<file path="src/dqap_pkg.sv">
// ----------------------------------------------------------------------------
// dqap_pkg
// Shared types, character codes and the per-character step function of the
// dotted-quad address parser.
// ----------------------------------------------------------------------------
package dqap_pkg;

  // Parse phase codes.
  localparam logic [1:0] PH_START = 2'd0;
  localparam logic [1:0] PH_ZERO  = 2'd1;
  localparam logic [1:0] PH_DIGIT = 2'd2;

  // Number base codes.
  localparam logic [1:0] BASE_DEC = 2'd0;
  localparam logic [1:0] BASE_OCT = 2'd1;
  localparam logic [1:0] BASE_HEX = 2'd2;

  // Verdict codes.
  localparam logic [1:0] V_OPEN    = 2'd0;
  localparam logic [1:0] V_VALID   = 2'd1;
  localparam logic [1:0] V_INVALID = 2'd2;

  // Character codes.
  localparam logic [7:0] CH_NUL   = 8'h00;
  localparam logic [7:0] CH_TAB   = 8'h09;
  localparam logic [7:0] CH_CR    = 8'h0d;
  localparam logic [7:0] CH_SPACE = 8'h20;
  localparam logic [7:0] CH_DOT   = 8'h2e;
  localparam logic [7:0] CH_0     = 8'h30;
  localparam logic [7:0] CH_9     = 8'h39;
  localparam logic [7:0] CH_UA    = 8'h41;
  localparam logic [7:0] CH_UF    = 8'h46;
  localparam logic [7:0] CH_UX    = 8'h58;
  localparam logic [7:0] CH_LA    = 8'h61;
  localparam logic [7:0] CH_LF    = 8'h66;
  localparam logic [7:0] CH_LX    = 8'h78;

  // Largest last part for two, three and four parts.
  localparam logic [31:0] LIM_TWO   = 32'h00ff_ffff;
  localparam logic [31:0] LIM_THREE = 32'h0000_ffff;
  localparam logic [31:0] LIM_FOUR  = 32'h0000_00ff;

  localparam logic [1:0] MAX_STORED = 2'd3;

  typedef struct packed {
    logic [7:0] char_code;
    logic       end_of_string;
  } item_t;

  typedef struct packed {
    logic        address_ok;
    logic [31:0] address_value;
    logic [2:0]  part_count;
  } res_t;

  typedef struct packed {
    logic [1:0]  phase;
    logic [1:0]  base;
    logic [31:0] acc;
    logic [1:0]  nstored;
    logic [1:0]  verdict;
  } st_t;

  typedef struct packed {
    st_t  st;
    logic store;
  } step_t;

  // Applies one character to the parser state. The earlier parts are only
  // read when the last part is closed by a terminator.
  function automatic step_t char_step(st_t s, logic [7:0] c,
                                      logic [31:0] p0, logic [31:0] p1,
                                      logic [31:0] p2);
    step_t       r;
    st_t         d;
    logic        is_dec;
    logic        is_hex_letter;
    logic        is_term;
    logic [31:0] scaled;
    logic [31:0] digit;
    logic [31:0] merged;
    logic        fits;
    r       = '{st: s, store: 1'b0};
    d       = s;
    is_dec  = (c >= CH_0) && (c <= CH_9);
    is_hex_letter = ((c >= CH_LA) && (c <= CH_LF)) || ((c >= CH_UA) && (c <= CH_UF));
    is_term = c inside {CH_NUL, CH_SPACE, [CH_TAB:CH_CR]};
    // Letters a-f and A-F have low bits 1 to 6, so adding nine gives 10 to 15.
    digit   = is_dec ? {28'd0, c[3:0]} : {28'd0, c[3:0] + 4'd9};

    if (s.verdict == V_OPEN) begin
      if (s.phase == PH_START) begin
        if (!is_dec) begin
          r.st.verdict = V_INVALID;
        end else begin
          r.st.acc = {28'd0, c[3:0]};
          if (c == CH_0) begin
            r.st.phase = PH_ZERO;
          end else begin
            r.st.base  = BASE_DEC;
            r.st.phase = PH_DIGIT;
          end
        end
      end else if ((s.phase == PH_ZERO) && ((c == CH_LX) || (c == CH_UX))) begin
        r.st.base  = BASE_HEX;
        r.st.phase = PH_DIGIT;
      end else begin
        if (s.phase == PH_ZERO) begin
          d.base  = BASE_OCT;
          d.phase = PH_DIGIT;
        end
        case (d.base)
          BASE_HEX: scaled = {d.acc[27:0], 4'd0};
          BASE_OCT: scaled = {d.acc[28:0], 3'd0};
          default:  scaled = {d.acc[28:0], 3'd0} + {d.acc[30:0], 1'b0};
        endcase
        case (d.nstored)
          2'd0:    fits = 1'b1;
          2'd1:    fits = d.acc <= LIM_TWO;
          2'd2:    fits = d.acc <= LIM_THREE;
          default: fits = d.acc <= LIM_FOUR;
        endcase
        case (d.nstored)
          2'd0:    merged = d.acc;
          2'd1:    merged = {p0[7:0], 24'd0} | d.acc;
          2'd2:    merged = {p0[7:0], 24'd0} | {p1[15:0], 16'd0} | d.acc;
          default: merged = {p0[7:0], 24'd0} | {p1[15:0], 16'd0}
                            | {p2[23:0], 8'd0} | d.acc;
        endcase
        r.st = d;
        if (is_dec || ((d.base == BASE_HEX) && is_hex_letter)) begin
          r.st.acc = scaled + digit;
        end else if (c == CH_DOT) begin
          if (d.nstored == MAX_STORED) begin
            r.st.verdict = V_INVALID;
          end else begin
            r.store      = 1'b1;
            r.st.nstored = d.nstored + 2'd1;
            r.st.acc     = '0;
            r.st.phase   = PH_START;
          end
        end else if (is_term) begin
          if (fits) begin
            r.st.acc     = merged;
            r.st.verdict = V_VALID;
          end else begin
            r.st.verdict = V_INVALID;
          end
        end else begin
          r.st.verdict = V_INVALID;
        end
      end
    end
    return r;
  endfunction

endpackage

</file>
<file path="src/dqap_if.sv">
// ----------------------------------------------------------------------------
// dqap_if
// Valid/ready channels for characters in and parse results out.
// ----------------------------------------------------------------------------
interface dqap_in_if;
  logic       valid;
  logic       ready;
  logic [7:0] char_code;
  logic       end_of_string;

  modport source (output valid, output char_code, output end_of_string, input ready);
  modport sink   (input valid, input char_code, input end_of_string, output ready);
endinterface

interface dqap_out_if;
  logic        valid;
  logic        ready;
  logic        address_ok;
  logic [31:0] address_value;
  logic [2:0]  part_count;

  modport source (output valid, output address_ok, output address_value,
                  output part_count, input ready);
  modport sink   (input valid, input address_ok, input address_value,
                  input part_count, output ready);
endinterface

</file>
<file path="src/dqap_in_stage.sv">
// ----------------------------------------------------------------------------
// dqap_in_stage
// Input register that holds one character request for the parser.
// ----------------------------------------------------------------------------
module dqap_in_stage (
  input  logic           clk,
  input  logic           rst_n,
  input  logic           in_valid,
  output logic           in_ready,
  input  dqap_pkg::item_t in_item,
  input  logic           take,
  output logic           stage_valid,
  output dqap_pkg::item_t stage_item
);

  logic            valid_r;
  logic            valid_nxt;
  dqap_pkg::item_t item_r;

  assign in_ready    = !valid_r || take;
  assign valid_nxt   = in_ready ? in_valid : valid_r;
  assign stage_valid = valid_r;
  assign stage_item  = item_r;

  always_ff @(posedge clk) begin
    if (!rst_n) begin
      valid_r <= 1'b0;
    end else begin
      valid_r <= valid_nxt;
    end
  end

  always_ff @(posedge clk) begin
    if (in_ready && in_valid) begin
      item_r <= in_item;
    end
  end

endmodule

</file>
<file path="src/dqap_parser.sv">
// ----------------------------------------------------------------------------
// dqap_parser
// Parser state, stored parts and the combinational character step.
// ----------------------------------------------------------------------------
module dqap_parser (
  input  logic            clk,
  input  logic            rst_n,
  input  logic            stage_valid,
  input  dqap_pkg::item_t stage_item,
  input  logic            emit_ok,
  output logic            take,
  output logic            res_valid,
  output dqap_pkg::res_t  res
);

  dqap_pkg::st_t   st_r;
  dqap_pkg::st_t   st_nxt;
  dqap_pkg::st_t   st_reset;
  dqap_pkg::step_t s1;
  dqap_pkg::step_t s2;
  logic [31:0]     parts_r [3];

  assign st_reset = '{phase: dqap_pkg::PH_START, base: dqap_pkg::BASE_DEC,
                      acc: '0, nstored: '0, verdict: dqap_pkg::V_OPEN};

  // The character first, then for the last character an implied NUL.
  assign s1 = dqap_pkg::char_step(st_r, stage_item.char_code,
                                  parts_r[0], parts_r[1], parts_r[2]);
  assign s2 = dqap_pkg::char_step(s1.st, dqap_pkg::CH_NUL,
                                  parts_r[0], parts_r[1], parts_r[2]);

  assign take      = stage_valid && (!stage_item.end_of_string || emit_ok);
  assign res_valid = take && stage_item.end_of_string;

  always_comb begin
    if (s2.st.verdict == dqap_pkg::V_VALID) begin
      res.address_ok    = 1'b1;
      res.address_value = s2.st.acc;
      res.part_count    = {1'b0, s2.st.nstored} + 3'd1;
    end else begin
      res.address_ok    = 1'b0;
      res.address_value = '0;
      res.part_count    = '0;
    end
  end

  always_comb begin
    st_nxt = st_r;
    if (take) begin
      st_nxt = stage_item.end_of_string ? st_reset : s1.st;
    end
  end

  always_ff @(posedge clk) begin
    if (!rst_n) begin
      st_r <= st_reset;
    end else begin
      st_r <= st_nxt;
    end
  end

  always_ff @(posedge clk) begin
    if (take && s1.store) begin
      parts_r[st_r.nstored] <= st_r.acc;
    end
  end

endmodule

</file>
<file path="src/dqap_out_stage.sv">
// ----------------------------------------------------------------------------
// dqap_out_stage
// Result register that holds one parse result until it is taken.
// ----------------------------------------------------------------------------
module dqap_out_stage (
  input  logic           clk,
  input  logic           rst_n,
  input  logic           res_valid,
  input  dqap_pkg::res_t res,
  output logic           emit_ok,
  output logic           out_valid,
  input  logic           out_ready,
  output dqap_pkg::res_t out_res
);

  logic           valid_r;
  logic           valid_nxt;
  dqap_pkg::res_t res_r;

  assign emit_ok   = !valid_r || out_ready;
  assign valid_nxt = res_valid || (valid_r && !out_ready);
  assign out_valid = valid_r;
  assign out_res   = res_r;

  always_ff @(posedge clk) begin
    if (!rst_n) begin
      valid_r <= 1'b0;
    end else begin
      valid_r <= valid_nxt;
    end
  end

  always_ff @(posedge clk) begin
    if (res_valid) begin
      res_r <= res;
    end
  end

endmodule

</file>
<file path="src/dotted_quad_address_parser.sv">
// ----------------------------------------------------------------------------
// dotted_quad_address_parser
// Parses an IPv4 address string, one character per request, by the classic
// dotted-quad rules: one to four dotted parts, decimal, octal after a leading
// 0, or hex after 0x. A NUL or whitespace closes the address; later characters
// are ignored until the request that carries end_of_string, which alone yields
// a result (address_ok, the 32-bit address with the first part in the top
// byte, and the part count; zeros when the string is invalid). The block takes
// one character every cycle. A character request is caught in the input
// register and then folded into the parser state. On its last character the
// result is written to the output register at the end of the cycle in which
// the parser takes it, so a result passes the input register and the output
// register before it is presented. The only stall is on a last character
// while the output register still holds a result that has not been taken;
// characters before it are never held by the output side.
// ----------------------------------------------------------------------------
module dotted_quad_address_parser (
  input  logic        clk,
  input  logic        rst_n,
  dqap_in_if.sink     in_req,
  dqap_out_if.source  out_res
);

  dqap_pkg::item_t in_item;
  dqap_pkg::item_t stage_item;
  dqap_pkg::res_t  res;
  dqap_pkg::res_t  res_q;
  logic            stage_valid;
  logic            take;
  logic            res_valid;
  logic            emit_ok;

  assign in_item.char_code     = in_req.char_code;
  assign in_item.end_of_string = in_req.end_of_string;

  // Input register: one character request waiting for the parser.
  dqap_in_stage u_in_stage (
    .clk         (clk),
    .rst_n       (rst_n),
    .in_valid    (in_req.valid),
    .in_ready    (in_req.ready),
    .in_item     (in_item),
    .take        (take),
    .stage_valid (stage_valid),
    .stage_item  (stage_item)
  );

  // Parser: consumes the held character, and on the last one also the
  // implied NUL, producing the result in the same cycle.
  dqap_parser u_parser (
    .clk         (clk),
    .rst_n       (rst_n),
    .stage_valid (stage_valid),
    .stage_item  (stage_item),
    .emit_ok     (emit_ok),
    .take        (take),
    .res_valid   (res_valid),
    .res         (res)
  );

  // Output register: holds the result until the consumer takes it.
  dqap_out_stage u_out_stage (
    .clk       (clk),
    .rst_n     (rst_n),
    .res_valid (res_valid),
    .res       (res),
    .emit_ok   (emit_ok),
    .out_valid (out_res.valid),
    .out_ready (out_res.ready),
    .out_res   (res_q)
  );

  assign out_res.address_ok    = res_q.address_ok;
  assign out_res.address_value = res_q.address_value;
  assign out_res.part_count    = res_q.part_count;

  // An invalid verdict always reports a zero address and no parts.
  a_invalid_zero: assert property (@(posedge clk) disable iff (!rst_n)
    (out_res.valid && !out_res.address_ok)
      |-> (out_res.address_value == 32'd0 && out_res.part_count == 3'd0))
    else $error("invalid result carries nonzero fields");

  // A valid verdict counts between one and four parts.
  a_valid_count: assert property (@(posedge clk) disable iff (!rst_n)
    (out_res.valid && out_res.address_ok)
      |-> (out_res.part_count != 3'd0 && out_res.part_count <= 3'd4))
    else $error("valid result with bad part count");

  // A new result only follows a last character taken by the parser.
  a_result_source: assert property (@(posedge clk) disable iff (!rst_n)
    $rose(out_res.valid) |-> $past(res_valid))
    else $error("result appeared without a last character");

  // A last character is never taken while a held result would be overwritten.
  a_no_overwrite: assert property (@(posedge clk) disable iff (!rst_n)
    (res_valid && out_res.valid) |-> out_res.ready)
    else $error("held result overwritten");

endmodule

</file>
<file path="src/flat_wrapper.sv">
// flat-port wrapper written by rule: the top's interface ports become plain ports
module dotted_quad_address_parser_flat 
  (clk, rst_n, in_req_valid, in_req_char_code, in_req_end_of_string, in_req_ready, out_res_valid, out_res_address_ok, out_res_address_value, out_res_part_count, out_res_ready);
  dqap_in_if in_req_i ();
  dqap_out_if out_res_i ();
  input  logic clk;
  input  logic rst_n;
  input wire logic [$bits(in_req_i.valid)-1:0] in_req_valid;
  input wire logic [$bits(in_req_i.char_code)-1:0] in_req_char_code;
  input wire logic [$bits(in_req_i.end_of_string)-1:0] in_req_end_of_string;
  output wire logic [$bits(in_req_i.ready)-1:0] in_req_ready;
  output wire logic [$bits(out_res_i.valid)-1:0] out_res_valid;
  output wire logic [$bits(out_res_i.address_ok)-1:0] out_res_address_ok;
  output wire logic [$bits(out_res_i.address_value)-1:0] out_res_address_value;
  output wire logic [$bits(out_res_i.part_count)-1:0] out_res_part_count;
  input wire logic [$bits(out_res_i.ready)-1:0] out_res_ready;
  assign in_req_i.valid = in_req_valid;
  assign in_req_i.char_code = in_req_char_code;
  assign in_req_i.end_of_string = in_req_end_of_string;
  assign in_req_ready = in_req_i.ready;
  assign out_res_valid = out_res_i.valid;
  assign out_res_address_ok = out_res_i.address_ok;
  assign out_res_address_value = out_res_i.address_value;
  assign out_res_part_count = out_res_i.part_count;
  assign out_res_i.ready = out_res_ready;
  dotted_quad_address_parser u_core (.clk(clk), .rst_n(rst_n), .in_req(in_req_i), .out_res(out_res_i));
endmodule
</file>
<file path="config.mk">
export PLATFORM = sky130hd
export DESIGN_NAME = dotted_quad_address_parser_flat
export DESIGN_NICKNAME = d
export VERILOG_FILES = /design/src/dqap_pkg.sv /design/src/dqap_if.sv /design/src/dqap_in_stage.sv /design/src/dqap_parser.sv /design/src/dqap_out_stage.sv /design/src/dotted_quad_address_parser.sv /design/src/flat_wrapper.sv
export SDC_FILE = /design/constraint.sdc
export NUM_CORES = 1
export LEC_CHECK = 0
export BUFFER_PORTS_ARGS = -buffer_cell sky130_fd_sc_hd__buf_2
export CAP_MARGIN = 20
export CORE_MARGIN = 4
export CORE_UTILIZATION = 57
export DETAILED_ROUTE_END_ITERATION = 7
export PLACE_DENSITY = 0.86
export SLEW_MARGIN = 15
export SYNTH_ARGS = -nofsm -noshare
export SYNTH_HDL_FRONTEND = slang
export SYNTH_SLANG_ARGS = --single-unit
</file>
<file path="constraint.sdc">
create_clock -name clk -period 8.4 [get_ports clk]
set_clock_uncertainty 0.2 [all_clocks]
set_input_delay 0.84 -clock clk [delete_from_list [all_inputs] [get_ports clk]]
set_output_delay 0.84 -clock clk [all_outputs]
set_load 0.005 [all_outputs]
</file>
==> flow_metrics.env <==
export IMPL_cts_sinks=135
export IMPL_vdd_ir_drop_max_v=0.000152
export IMPL_final_util_pct=63.6
export IMPL_drive_above_1_share_pct=11.8
export IMPL_fin_crit_sh_pct=82.5
export IMPL_post_route_drc_count=6
export IMPL_cts_root_buf="clkbuf_16"
export IMPL_cts_resized_gates=0
export IMPL_vias=10700
export IMPL_yosysMostFrequentCell="nand2_1"
export IMPL_ys_seq_area_share_pct=35.0
export IMPL_cts_setup_buffers=0
export IMPL_routed_wl_mm=35.1
export IMPL_die_y_um=143
export IMPL_grt_pass1_wl_mm=54.0
export IMPL_finalSetupViolCount=0
export IMPL_rsz0062_at_grt="no"
export IMPL_min_path_type="reg -> reg"
export IMPL_path_clk_slew_ns=0.06
export IMPL_synthesis_nets=1277
export IMPL_postSynth_asyncResetShare_pct=0
export IMPL_htree_levels=4
export IMPL_syn_inst=1220
export IMPL_diodes=0
export IMPL_grt_max_degree=68
export IMPL_drtPass1Iterations=8
export IMPL_postRouteAntennaNets=0
export IMPL_cp_arrival_ns=7.00
export IMPL_max_freq_mhz=144
export IMPL_place_hpwl_mm=24.6
export IMPL_synth_edf_count=93
export IMPL_area_growth_pct=9.94
export IMPL_worstPathRequired_ns=8.46
export IMPL_syn_area_mm2=0.0104
export IMPL_path_class="reg -> reg"
export IMPL_busiest_layer="met2"
export IMPL_post_drt_wl_per_cell_um=23.8
export IMPL_setup_tns_final_ns=0
export IMPL_slew_headroom_pct=19.9
export IMPL_crit_chain="nand2b_1 -> nand2_1 -> ha_2 -> buf_4 -> a221oi_1 -> a31o_2 -> a221oi_1 -> and4_1 -> a21boi_0 -> a2111oi_0 -> or3_1 -> nor4bb_1 -> nand4_1 -> o31ai_4 -> a31oi_4 -> buf_16 -> o21ai_0"
export IMPL_antenna_found_initial=0
export IMPL_cts_made_buffers=17
export IMPL_grt_use_met2_pct=52.0
export IMPL_drv_slew=0
export IMPL_hold_viol=0
export IMPL_yosysTopAreaCellShare_pct=26.9
export IMPL_grtUsageTotal_pct=33.7
export IMPL_synth_seq_cells=135
export IMPL_chipWidth_um=143
export IMPL_violations="DRC"
export IMPL_final_area_mm2=0.0114
export IMPL_outcome="finished, violations left"
export IMPL_netlist_top_cells_area="edfxtp_1 (27%), dfxtp_1 (8.1%), ha_1 (5.1%), a21oi_1 (4.9%), o21ai_0 (4.7%)"
export IMPL_viasPerCell=7.26
export IMPL_fp_row_count=49
export IMPL_clock_path_buffers=2
export IMPL_slowest_stage="a2111oi_0"
export IMPL_clock_latency_ns=0.43
export IMPL_initial_core_util_pct=57.8
export IMPL_cts_tree="yes"
export IMPL_yosys_area_top_type="edfxtp_1"
export IMPL_startpoint_type="flip-flop"
export IMPL_core_area_mm2=0.0180
export IMPL_holdPathStages=2
export IMPL_min_period_ns=6.93
export IMPL_crit_path_max_incr_delay_ns=0.67
export IMPL_grt_pass1_vias=9821
export IMPL_avgSynthCellArea_um2=8.51
export IMPL_grtUsageMet3_pct=8.61
export IMPL_yosys_top_cells_count="nand2_1 (114), nor2_1 (103), a21oi_1 (102)"
export IMPL_power_density_mw_per_mm2=135
export IMPL_hold_buffers=0
export IMPL_tightest_slew_ns=1.19
export IMPL_num_io_pins=51
export IMPL_portBuffers=50
export IMPL_drtIter0Drc=1593
export IMPL_p_leak_nw=3.99
export IMPL_synthDistinctLibCells=90
export IMPL_synth_warnings=0
export IMPL_hold_ws_ns=0.304
export IMPL_grt_overflow=0
export IMPL_cpMostUsedCell="a221oi_1"
export IMPL_rr_worst_depth=17
export IMPL_cap_violations=0
export IMPL_gp_congestion=1.02
export IMPL_ys_flop_type="edfxtp_1"
export IMPL_dpl_cell_area_mm2=0.0108
export IMPL_nets=1293
export IMPL_worst_setup_path_end_kind="flip-flop"
export IMPL_path_max_fanout=67
export IMPL_grt_use_met1_pct=43.7
export IMPL_dieArea_mm2=0.0204
[path summary, 6_finish.rpt]
path / slack (ns) / from / to
worst max-delay path: 1.47 / u_core.u_parser.st_r[39]$_SDFFE_PN0P_ / u_core.u_out_stage.out_res[11]$_SDFFCE_PP0P_
worst min-delay path: 0.30 / u_core.u_parser.st_r[37]$_SDFFE_PN0P_ / u_core.u_parser.st_r[37]$_SDFFE_PN0P_
worst max register to register: 1.47 / u_core.u_parser.st_r[39]$_SDFFE_PN0P_ / u_core.u_out_stage.out_res[11]$_SDFFCE_PP0P_
worst min register to register: 0.30 / u_core.u_parser.st_r[37]$_SDFFE_PN0P_ / u_core.u_parser.st_r[37]$_SDFFE_PN0P_
[registers in the layout, indices dropped and copies added, names as in the netlist]
register,cells
u_core.u_parser.parts_r,48
u_core.u_out_stage.out_res,36
u_core.u_parser.st_r,40
u_core.u_in_stage.stage_item,9
u_core.u_out_stage.out_valid,1
u_core.u_in_stage.stage_valid,1
[worst max-delay path: cells and delay by family, from the launching register on]
kind / cells / cell delay (ns)
simple gates: 6 / 1.93
fa+ha+maj: 1 / 0.46
buf+inv: 2 / 0.83
flops: 1 / 0.44
compound gates: 8 / 2.88
[cell usage in the layout (no fill, tap or decap), types with 26 or more instances in the layout]
master	count
inv_1	35
nand2_1	114
o21ai_0	96
and2_1	29
dfxtp_1	42
ha_1	41
edfxtp_1	93
buf_2	50
a22oi_1	28
a21oi_1	102
nor2_1	103
nor2b_1	26
[metrics by stage]
stage	std cells	total power [mW]	setup slack [ns]
4_1_cts	1474	1.54	1.49
3_5_place_dp	1442	0.780	1.59
2_1_floorplan	1220	0.760	1.88
6_report	1478	1.55	1.47
5_1_grt	1478	1.57	1.14
3_3_place_gp	1441	0.779	1.89
[kinds of logic (layout without fill, tap and decap cells)]
group / count (synthesis) / after routing / share of synthesized area, %
compound gates: 459 / 459 / 30.6
xor+xnor: 17 / 17 / 1.43
fa+ha+maj: 44 / 44 / 5.45
buf+inv: 111 / 140 / 4.36
flops: 135 / 135 / 35.0
mux: 12 / 12 / 1.22
simple gates: 442 / 442 / 22.0
[power by group]
part           internal (mW)  switching [mW]
clock network          0.475           0.302
registers              0.712         0.00566
logic                 0.0165          0.0352
total                   1.20           0.342
[layer usage]
metal,vias up,wire length [um],part of all wire [%]
met5,-,0,0
met4,0,2490,7.1
met3,234,4410,13
met2,805,15200,43
met1,4934,13000,37
li1,4764,-,-
[final cells by class]
type                    count  area [um2]
clock buffers              20         447
clock inverters            12         153
fillers                  1508        6550
inverters                  35         131
multi-input cells         974        6310
flip-flops and latches    135        3630
well taps                 229         287
repair buffers             73         454
(Power assumes the default switching activity.)
